[src/rtl/sha_pkg.sv]
// ----------------------------------------------------------------------------
// SHA-256 hash core package
// Round constants, initial hash values, SHA-256 bit functions and the
// command and status types shared by the controller and the datapath.
// ----------------------------------------------------------------------------
package sha_pkg;

	localparam int WORD_W  = 32;
	localparam int BLK_WORDS = 16;
	localparam int ROUNDS  = 64;

	localparam logic [2:0] SEL_IN   = 3'd0;
	localparam logic [2:0] SEL_MARK = 3'd1;
	localparam logic [2:0] SEL_ZERO = 3'd2;
	localparam logic [2:0] SEL_LHI  = 3'd3;
	localparam logic [2:0] SEL_LLO  = 3'd4;

	localparam logic [31:0] PAD_MARK_WORD = 32'h8000_0000;

	localparam logic [31:0] ROUND_K [64] = '{
		32'h428a2f98, 32'h71374491, 32'hb5c0fbcf, 32'he9b5dba5,
		32'h3956c25b, 32'h59f111f1, 32'h923f82a4, 32'hab1c5ed5,
		32'hd807aa98, 32'h12835b01, 32'h243185be, 32'h550c7dc3,
		32'h72be5d74, 32'h80deb1fe, 32'h9bdc06a7, 32'hc19bf174,
		32'he49b69c1, 32'hefbe4786, 32'h0fc19dc6, 32'h240ca1cc,
		32'h2de92c6f, 32'h4a7484aa, 32'h5cb0a9dc, 32'h76f988da,
		32'h983e5152, 32'ha831c66d, 32'hb00327c8, 32'hbf597fc7,
		32'hc6e00bf3, 32'hd5a79147, 32'h06ca6351, 32'h14292967,
		32'h27b70a85, 32'h2e1b2138, 32'h4d2c6dfc, 32'h53380d13,
		32'h650a7354, 32'h766a0abb, 32'h81c2c92e, 32'h92722c85,
		32'ha2bfe8a1, 32'ha81a664b, 32'hc24b8b70, 32'hc76c51a3,
		32'hd192e819, 32'hd6990624, 32'hf40e3585, 32'h106aa070,
		32'h19a4c116, 32'h1e376c08, 32'h2748774c, 32'h34b0bcb5,
		32'h391c0cb3, 32'h4ed8aa4a, 32'h5b9cca4f, 32'h682e6ff3,
		32'h748f82ee, 32'h78a5636f, 32'h84c87814, 32'h8cc70208,
		32'h90befffa, 32'ha4506ceb, 32'hbef9a3f7, 32'hc67178f2
	};

	localparam logic [31:0] INIT_HASH [8] = '{
		32'h6a09e667, 32'hbb67ae85, 32'h3c6ef372, 32'ha54ff53a,
		32'h510e527f, 32'h9b05688c, 32'h1f83d9ab, 32'h5be0cd19
	};

	typedef struct packed {
		logic       push;
		logic [2:0] sel;
		logic       count;
		logic       load_work;
		logic       round;
		logic [5:0] rnd;
		logic       update;
		logic       finish;
	} sha_cmd_t;

	typedef struct packed {
		logic nib_full;
	} sha_stat_t;

	function automatic logic [31:0] rotr(input logic [31:0] v, input int n);
		rotr = (v >> n) | (v << (32 - n));
	endfunction

	function automatic logic [31:0] big_sig0(input logic [31:0] v);
		big_sig0 = rotr(v, 2) ^ rotr(v, 13) ^ rotr(v, 22);
	endfunction

	function automatic logic [31:0] big_sig1(input logic [31:0] v);
		big_sig1 = rotr(v, 6) ^ rotr(v, 11) ^ rotr(v, 25);
	endfunction

	function automatic logic [31:0] small_sig0(input logic [31:0] v);
		small_sig0 = rotr(v, 7) ^ rotr(v, 18) ^ (v >> 3);
	endfunction

	function automatic logic [31:0] small_sig1(input logic [31:0] v);
		small_sig1 = rotr(v, 17) ^ rotr(v, 19) ^ (v >> 10);
	endfunction

endpackage

[src/rtl/sha_ctrl.sv]
// ----------------------------------------------------------------------------
// SHA-256 controller
// Sequences word intake, padding, the 64 compression rounds, the chaining
// update and the hand-off of the digest to the output register.
// ----------------------------------------------------------------------------
module sha_ctrl (
	input  logic                clk,
	input  logic                arst_n,
	input  logic                msg_valid,
	output logic                msg_ready,
	input  logic                last_word,
	output logic                digest_valid,
	input  logic                digest_ready,
	input  sha_pkg::sha_stat_t  stat,
	output sha_pkg::sha_cmd_t   cmd
);

	localparam logic [2:0] ST_IDLE = 3'd0;
	localparam logic [2:0] ST_PAD  = 3'd1;
	localparam logic [2:0] ST_COMP = 3'd2;
	localparam logic [2:0] ST_UPD  = 3'd3;
	localparam logic [2:0] ST_DONE = 3'd4;

	localparam logic [2:0] PH_NONE = 3'd0;
	localparam logic [2:0] PH_MARK = 3'd1;
	localparam logic [2:0] PH_ZERO = 3'd2;
	localparam logic [2:0] PH_LLO  = 3'd3;
	localparam logic [2:0] PH_FIN  = 3'd4;

	logic [2:0] state_q, state_d;
	logic [2:0] ph_q, ph_d;
	logic [3:0] fill_q, fill_d;
	logic [5:0] rnd_q, rnd_d;
	logic       oval_q, oval_d;
	logic       out_free;
	logic [2:0] after_upd;

	assign out_free     = !oval_q || digest_ready;
	assign msg_ready    = (state_q == ST_IDLE);
	assign digest_valid = oval_q;

	always_comb begin
		case (ph_q)
			PH_NONE: after_upd = ST_IDLE;
			PH_FIN:  after_upd = ST_DONE;
			default: after_upd = ST_PAD;
		endcase
	end

	always_comb begin
		state_d = state_q;
		ph_d    = ph_q;
		fill_d  = fill_q;
		rnd_d   = rnd_q;
		oval_d  = oval_q && !digest_ready;
		cmd     = '0;
		cmd.rnd = rnd_q;
		case (state_q)
			ST_IDLE: begin
				if (msg_valid) begin
					cmd.push  = 1'b1;
					cmd.sel   = sha_pkg::SEL_IN;
					cmd.count = 1'b1;
					fill_d    = fill_q + 4'd1;
					if (last_word) begin
						ph_d    = stat.nib_full ? PH_MARK : PH_ZERO;
						state_d = ST_PAD;
					end
					if (fill_q == 4'd15) begin
						cmd.load_work = 1'b1;
						rnd_d         = '0;
						state_d       = ST_COMP;
					end
				end
			end
			ST_PAD: begin
				cmd.push = 1'b1;
				fill_d   = fill_q + 4'd1;
				case (ph_q)
					PH_MARK: begin
						cmd.sel = sha_pkg::SEL_MARK;
						ph_d    = PH_ZERO;
					end
					PH_ZERO: begin
						if (fill_q == 4'd14) begin
							cmd.sel = sha_pkg::SEL_LHI;
							ph_d    = PH_LLO;
						end else begin
							cmd.sel = sha_pkg::SEL_ZERO;
						end
					end
					PH_LLO: begin
						cmd.sel = sha_pkg::SEL_LLO;
						ph_d    = PH_FIN;
					end
					default: begin
						cmd.push = 1'b0;
						fill_d   = fill_q;
					end
				endcase
				if (cmd.push && fill_q == 4'd15) begin
					cmd.load_work = 1'b1;
					rnd_d         = '0;
					state_d       = ST_COMP;
				end
			end
			ST_COMP: begin
				cmd.round = 1'b1;
				rnd_d     = rnd_q + 6'd1;
				if (rnd_q == 6'd63) begin
					state_d = ST_UPD;
				end
			end
			ST_UPD: begin
				cmd.update = 1'b1;
				state_d    = after_upd;
			end
			ST_DONE: begin
				if (out_free) begin
					cmd.finish = 1'b1;
					oval_d     = 1'b1;
					ph_d       = PH_NONE;
					state_d    = ST_IDLE;
				end
			end
			default: begin
				state_d = ST_IDLE;
			end
		endcase
	end

	always_ff @(posedge clk or negedge arst_n) begin
		if (!arst_n) begin
			state_q <= ST_IDLE;
			ph_q    <= PH_NONE;
			fill_q  <= '0;
			rnd_q   <= '0;
			oval_q  <= 1'b0;
		end else begin
			state_q <= state_d;
			ph_q    <= ph_d;
			fill_q  <= fill_d;
			rnd_q   <= rnd_d;
			oval_q  <= oval_d;
		end
	end

endmodule

[src/rtl/sha_dp.sv]
// ----------------------------------------------------------------------------
// SHA-256 datapath
// Block buffer and message schedule window, round variables, chaining
// hash, message bit counter and the digest output register.
// ----------------------------------------------------------------------------
module sha_dp (
	input  logic               clk,
	input  logic               arst_n,
	input  logic [31:0]        message_word,
	input  logic [3:0]         valid_nibbles,
	input  logic               last_word,
	input  sha_pkg::sha_cmd_t  cmd,
	output sha_pkg::sha_stat_t stat,
	output logic [63:0]        digest_w0,
	output logic [63:0]        digest_w1,
	output logic [63:0]        digest_w2,
	output logic [63:0]        digest_w3
);

	logic [31:0] w_q     [16];
	logic [31:0] work_q  [8];
	logic [31:0] chain_q [8];
	logic [63:0] dig_q   [4];
	logic [63:0] bitcnt_q;

	logic [3:0]  nib_sat;
	logic [5:0]  nib_shift;
	logic [31:0] last_val;
	logic [31:0] in_val;
	logic [31:0] push_val;
	logic [31:0] sched_new;
	logic [31:0] t1;
	logic [31:0] t2;
	logic [31:0] ch_v;
	logic [31:0] maj_v;

	assign nib_sat       = (valid_nibbles > 4'd8) ? 4'd8 : valid_nibbles;
	assign stat.nib_full = (nib_sat == 4'd8);
	assign nib_shift     = {nib_sat, 2'b00};
	assign last_val      = (message_word & ~(32'hffff_ffff >> nib_shift))
	                     | (sha_pkg::PAD_MARK_WORD >> nib_shift);
	assign in_val        = (last_word && !stat.nib_full) ? last_val : message_word;

	always_comb begin
		case (cmd.sel)
			sha_pkg::SEL_IN:   push_val = in_val;
			sha_pkg::SEL_MARK: push_val = sha_pkg::PAD_MARK_WORD;
			sha_pkg::SEL_LHI:  push_val = bitcnt_q[63:32];
			sha_pkg::SEL_LLO:  push_val = bitcnt_q[31:0];
			default:           push_val = '0;
		endcase
	end

	assign sched_new = sha_pkg::small_sig1(w_q[14]) + w_q[9]
	                 + sha_pkg::small_sig0(w_q[1]) + w_q[0];
	assign ch_v  = (work_q[4] & work_q[5]) ^ (~work_q[4] & work_q[6]);
	assign maj_v = (work_q[0] & work_q[1]) ^ (work_q[0] & work_q[2])
	             ^ (work_q[1] & work_q[2]);
	assign t1 = work_q[7] + sha_pkg::big_sig1(work_q[4]) + ch_v
	          + sha_pkg::ROUND_K[cmd.rnd] + w_q[0];
	assign t2 = sha_pkg::big_sig0(work_q[0]) + maj_v;

	always_ff @(posedge clk) begin
		if (cmd.push || cmd.round) begin
			for (int i = 0; i < 15; i++) begin
				w_q[i] <= w_q[i+1];
			end
			w_q[15] <= cmd.push ? push_val : sched_new;
		end
	end

	always_ff @(posedge clk) begin
		if (cmd.finish) begin
			for (int i = 0; i < 4; i++) begin
				dig_q[i] <= {chain_q[2*i], chain_q[2*i+1]};
			end
		end
	end

	always_ff @(posedge clk or negedge arst_n) begin
		if (!arst_n) begin
			for (int i = 0; i < 8; i++) begin
				chain_q[i] <= sha_pkg::INIT_HASH[i];
				work_q[i]  <= '0;
			end
			bitcnt_q <= '0;
		end else begin
			if (cmd.count) begin
				bitcnt_q <= bitcnt_q + (last_word ? {58'd0, nib_shift} : 64'd32);
			end else if (cmd.finish) begin
				bitcnt_q <= '0;
			end
			if (cmd.load_work) begin
				for (int i = 0; i < 8; i++) begin
					work_q[i] <= chain_q[i];
				end
			end else if (cmd.round) begin
				work_q[7] <= work_q[6];
				work_q[6] <= work_q[5];
				work_q[5] <= work_q[4];
				work_q[4] <= work_q[3] + t1;
				work_q[3] <= work_q[2];
				work_q[2] <= work_q[1];
				work_q[1] <= work_q[0];
				work_q[0] <= t1 + t2;
			end
			if (cmd.update) begin
				for (int i = 0; i < 8; i++) begin
					chain_q[i] <= chain_q[i] + work_q[i];
				end
			end else if (cmd.finish) begin
				for (int i = 0; i < 8; i++) begin
					chain_q[i] <= sha_pkg::INIT_HASH[i];
				end
			end
		end
	end

	assign digest_w0 = dig_q[0];
	assign digest_w1 = dig_q[1];
	assign digest_w2 = dig_q[2];
	assign digest_w3 = dig_q[3];

endmodule

[src/rtl/sha256_hash_core.sv]
// ----------------------------------------------------------------------------
// SHA-256 hash core
// Hashes a nibble-granular message given as 32-bit big-endian words.
// ----------------------------------------------------------------------------
// The message enters on the msg channel (msg_valid, msg_ready), one 32-bit
// word per item, first nibble in the top bits. The item flagged by
// last_word ends the message, and only its leading valid_nibbles nibbles
// count. The digest leaves on the digest channel as four 64-bit words.
// While idle, the core takes a word at each handshake. When a word fills
// a 16-word block, the block is compressed by one shared round unit doing
// one round per cycle, so msg_ready stays low through the rounds and the
// chaining update. After the last word the core pads one word per cycle,
// pausing while a block is compressed, and compresses one or two final
// blocks. The digest sits in an output register, so the next message may
// start while it waits; if a second digest is ready before the first is
// taken, the core holds it internally and stops taking words.
// Reset loads the initial hash values, clears the bit counter and leaves
// both channels empty.
// ----------------------------------------------------------------------------
module sha256_hash_core (
	input  logic        clk,
	input  logic        arst_n,
	input  logic        msg_valid,
	output logic        msg_ready,
	input  logic [31:0] message_word,
	input  logic [3:0]  valid_nibbles,
	input  logic        last_word,
	output logic        digest_valid,
	input  logic        digest_ready,
	output logic [63:0] digest_w0,
	output logic [63:0] digest_w1,
	output logic [63:0] digest_w2,
	output logic [63:0] digest_w3
);

	sha_pkg::sha_cmd_t  cmd;
	sha_pkg::sha_stat_t stat;

	sha_ctrl u_ctrl (
		.clk          (clk),
		.arst_n       (arst_n),
		.msg_valid    (msg_valid),
		.msg_ready    (msg_ready),
		.last_word    (last_word),
		.digest_valid (digest_valid),
		.digest_ready (digest_ready),
		.stat         (stat),
		.cmd          (cmd)
	);

	sha_dp u_dp (
		.clk           (clk),
		.arst_n        (arst_n),
		.message_word  (message_word),
		.valid_nibbles (valid_nibbles),
		.last_word     (last_word),
		.cmd           (cmd),
		.stat          (stat),
		.digest_w0     (digest_w0),
		.digest_w1     (digest_w1),
		.digest_w2     (digest_w2),
		.digest_w3     (digest_w3)
	);

endmodule

[config.mk]
export PLATFORM = sky130hd
export DESIGN_NAME = sha256_hash_core
export DESIGN_NICKNAME = d
export VERILOG_FILES = /design/src/rtl/sha_pkg.sv /design/src/rtl/sha_ctrl.sv /design/src/rtl/sha_dp.sv /design/src/rtl/sha256_hash_core.sv
export SDC_FILE = /design/constraint.sdc
export NUM_CORES = 2
export LEC_CHECK = 0
export BUFFER_PORTS_ARGS = -buffer_cell sky130_fd_sc_hd__buf_2
export CORE_ASPECT_RATIO = 1.2
export CORE_MARGIN = 2
export CORE_UTILIZATION = 40
export DETAILED_ROUTE_END_ITERATION = 12
export SYNTH_ARGS = -nofsm -noshare
export SYNTH_HDL_FRONTEND = slang
export SYNTH_SLANG_ARGS = --single-unit
export TNS_END_PERCENT = 5
[constraint.sdc]
create_clock -name clk -period 15.2 [get_ports clk]
set_input_delay 3.04 -clock clk [delete_from_list [all_inputs] [get_ports clk]]
set_output_delay 3.04 -clock clk [all_outputs]
set_load 0.01 [all_outputs]
==> results.md <==
### Clock tree
* **post-CTS clock slew at the launch and capture registers of the worst setup and hold paths** 0.06 ns
* **Resized cells post-CTS** 0
* **H-tree levels** 4
* **clock tree from TritonCTS** built
* **number of buffers added by the clock tree synthesis step** 147
* **clock tree root driver cell** sky130_fd_sc_hd__clkbuf_16
* **Setup Fix Bufs, Post-CTS** 0
* **Post-CTS Hold Buffers** 0
* **clock insertion delay at the later pin of the skew report** 0.82 ns
* **CTS sink cnt** 1359
* **maximum number of buffers from clock root to sink** 3

### Finish
* **post-layout net count** 7554
* **area added between synthesis and finish** 12.3%
* **layout cells sized above 1** 11.9%
* **number of non-filler instances in the completed layout** 9495

### Floorplanning
* **I/O pin count** 299
* **floorplan die height** 477 um
* **initial core utilization** 40.3%
* **Std-Cell Rows** 173
* **Core Box Area** 0.186 mm2
* **width of the chip** 399 um
* **die area** 0.190 mm2

### Synthesis
* **asr flop ratio synth** 43.5%
* **top cell type's share of synthesized area** 30.9%
* **synthesized-area fraction occupied by and/or/nand/nor cells** 9.85%
* **adder-cell share of the synthesized area** 12.2%
* **xor-xnor portion of the synthesized cell area** 6.80%
* **biggest area consumer among synthesized cells** sky130_fd_sc_hd__edfxtp_1
* **instance count of the mapped netlist** 6719
* **register bit total from synthesis** 1359
* **Post-synth top flop** sky130_fd_sc_hd__edfxtp_1
* **share of cell area taken by muxes after synthesis** 0.980%
* **post-synthesis instance area** 0.0747 mm2
* **number of synthesized flops with an enable pin** 768
* **average instance area after synthesis** 11.1 um2
* **Mapped Nets** 7352
* **main combinational cell family by area after synthesis** compound AO/OA/AOI/OAI gates
* **Yosys warnings** 0
* **Synth area leaders** sky130_fd_sc_hd__edfxtp_1 (31%), sky130_fd_sc_hd__dfrtp_1 (15%), sky130_fd_sc_hd__ha_1 (6.6%)
* **Yosys cell types** 96
* **Synth Area in Compound Gates** 16.3%
* **sequential share of the synthesized area** 50.9%

### Placed design
* **detailed-placement wirelength estimate** 185 mm
* **DP Cell Count** 9222
* **number of port buffers** 298
* **Placer Congestion** 0.961
* **worst slack at placement** 5.12 ns

### Hold path
* **hold path depth** 0
* **Hold Startpoint** u_dp.w_q[0][160]
* **worst hold path endpoint** u_dp.w_q[0][128]
* **Tightest Hold Check Type** reg2reg

### STA
* **actual transition at the worst max-transition pin** 1.18 ns
* **unrepaired setup endpoints after global routing** false
* **min cycle time layout** 10.15 ns
* **PnR worst setup slack** 5.05 ns
* **# setup viols final** 0
* **fin crit share** 66.8%
* **final hold violation count** 0
* **final number of max-transition violations** 0
* **sum of negative setup slack** 0 ns
* **FMAX** 98.5 MHz
* **relative max-transition margin** 21.0%
* **worst-case clock skew** 0.0460 ns

### Job
* **max-capacitance violation count** 0

### Critical path
* **crit path max-delay cell type** sky130_fd_sc_hd__ha_1
* **largest stage delay on the critical path** 0.82 ns
* **reg-to-reg slack, setup** 5.05 ns
* **critical path capture point type** flip-flop
* **top cell family by delay on the critical path** adder cells
* **Worst Setup Start Kind** flip-flop
* **cell count of the worst reg-to-reg path** 36
* **CP most frequent cell** sky130_fd_sc_hd__a21oi_1
* **source of the worst register-to-register timing path** u_ctrl.rnd_q[1]
* **classification of the worst setup path** reg2reg
* **number of buffer and inverter instances along the worst setup path** 4
* **largest driver fanout on the critical path** 23
* **WP data arrival** 10.83 ns
* **origin of the worst setup path** u_ctrl.rnd_q[1]
* **worst flop-to-flop path endpoint** u_dp.work_q[254]
* **worst endpoint required time** 15.88 ns

### Routing
* **routed vias** 55200
* **detailed-route wire length on metal 1** 110 mm
* **drt wl/cell** 26.4 um
* **DRC Markers** 0
* **amount of wire on met3 after detailed routing** 15.6 mm
* **WL met2** 113 mm
* **first-iteration detailed-routing DRC count** 5290
* **Antenna Nets Post-Route** 0
* **Via-to-Cell Ratio** 5.81
* **number of detailed-route iterations in the first pass** 7
* **total length of routed wires** 250 mm
* **Top Metal Used** met5

### Global routing
* **total track usage** 26.0%
* **global-route wire length before repair** 364 mm
* **initial antenna violation count** 12
* **pin count of the biggest net entering global routing** 184
* **vias in the first global route** 52900
* **residual overflow from global routing** 0

### Status
* **result of the run** complete, no violations

-- registers in the layout, summed over array words and instances, names as in the netlist --
register and count:
u_dp.dig_q 256, u_ctrl.ph_q 3, u_ctrl.state_q 3, u_ctrl.digest_valid 1, u_dp.work_q 256, u_dp.chain_q 256
u_ctrl.rnd_q 6, u_ctrl.fill_q 4, u_dp.w_q 512, u_dp.bitcnt_q 62
-- layout by cell type (no fill, tap or decap), drive strengths merged, types with 68 or more instances in the layout --
| master | n |
|---|---|
| dfrtp | 455 |
| ha | 396 |
| a21o | 190 |
| dfstp | 136 |
| inv | 274 |
| o21bai | 68 |
| xnor2 | 406 |
| clkbuf | 186 |
| a22oi | 251 |
| nor2 | 349 |
| o21ai | 474 |
| fa | 196 |
| edfxtp | 768 |
| xor2 | 174 |
| nor3 | 135 |
| nand2 | 689 |
| a21oi | 422 |
| buf | 375 |
| nand3 | 171 |
-- kinds of logic (layout without fill, tap and decap cells) --
logic type / count (synthesis) / after routing
flops: 1359 / 1359
fa+ha+maj: 613 / 613
compound gates: 1880 / 1880
xor+xnor: 580 / 580
mux: 63 / 63
buf+inv: 585 / 910
simple gates: 1639 / 1639
other cells: 0 / 1
-- how the worst max path moves through the flow --
stage,slack (ns),depth (start not counted),end
final,5.05,36,u_dp.work_q[254]
after global routing,4.40,38,u_dp.work_q[254]
after CTS,5.08,36,u_dp.work_q[254]
after detailed placement,5.12,36,u_dp.work_q[254]
after global placement,5.20,36,u_dp.work_q[254]
after floorplan,3.79,7,u_dp.chain_q[21]
-- metal layers --
layer	GRT usage, %	vias to the layer above
met3	3.27	451
met1	36.8	27700
li1	-	24900
met5	0	-
met4	10.8	2
met2	40.1	2179
-- Yosys cell counts, drive strengths merged (10+ instances only) --
master,n
xor2,174
mux2,31
and2,25
nor3b,12
xnor2,406
fa,196
or3,35
or2,15
ha,396
and3,41
nor2b,46
nand4,34
clkbuf,267
dfstp,136
a211o,12
nor2,349
o22ai,29
a222oi,23
a221oi,20
a211oi,51
o31ai,42
nor3,135
o21ai,474
a21o,190
o21a,45
mux2i,27
inv,263
a311oi,16
nand3,171
a31oi,53
buf,54
a221o,12
dfrtp,455
nand2,689
o311ai,12
o211ai,40
a21oi,422
maj3,21
a31o,10
o21bai,68
a2111oi,14
a22oi,251
nand2b,50
edfxtp,768
-- area by class of cell --
cell class,count,area [um2]
timing repair buffer,375,2180
tap,2450,3070
sequential,1359,38000
clock inverter,86,1190
clock buffer,186,3910
antenna,1,2.50
multi-input combinational,4775,34500
fill,17000,102000
inverter,263,995
-- through the flow --
stage	hold slack [ns]	util [%]	cell area, um2
3_5_place_dp	0.405	42.5	78800
5_1_grt	0.415	45.2	83900
4_1_cts	0.411	45.2	83900
2_1_floorplan	0.400	-	74700
3_3_place_gp	0.400	42.5	78800
6_report	0.413	45.2	83900
Power is left out: the tool's default activity adds up to more than one toggle a clock period on the data nets, which glitch-free logic cannot reach.
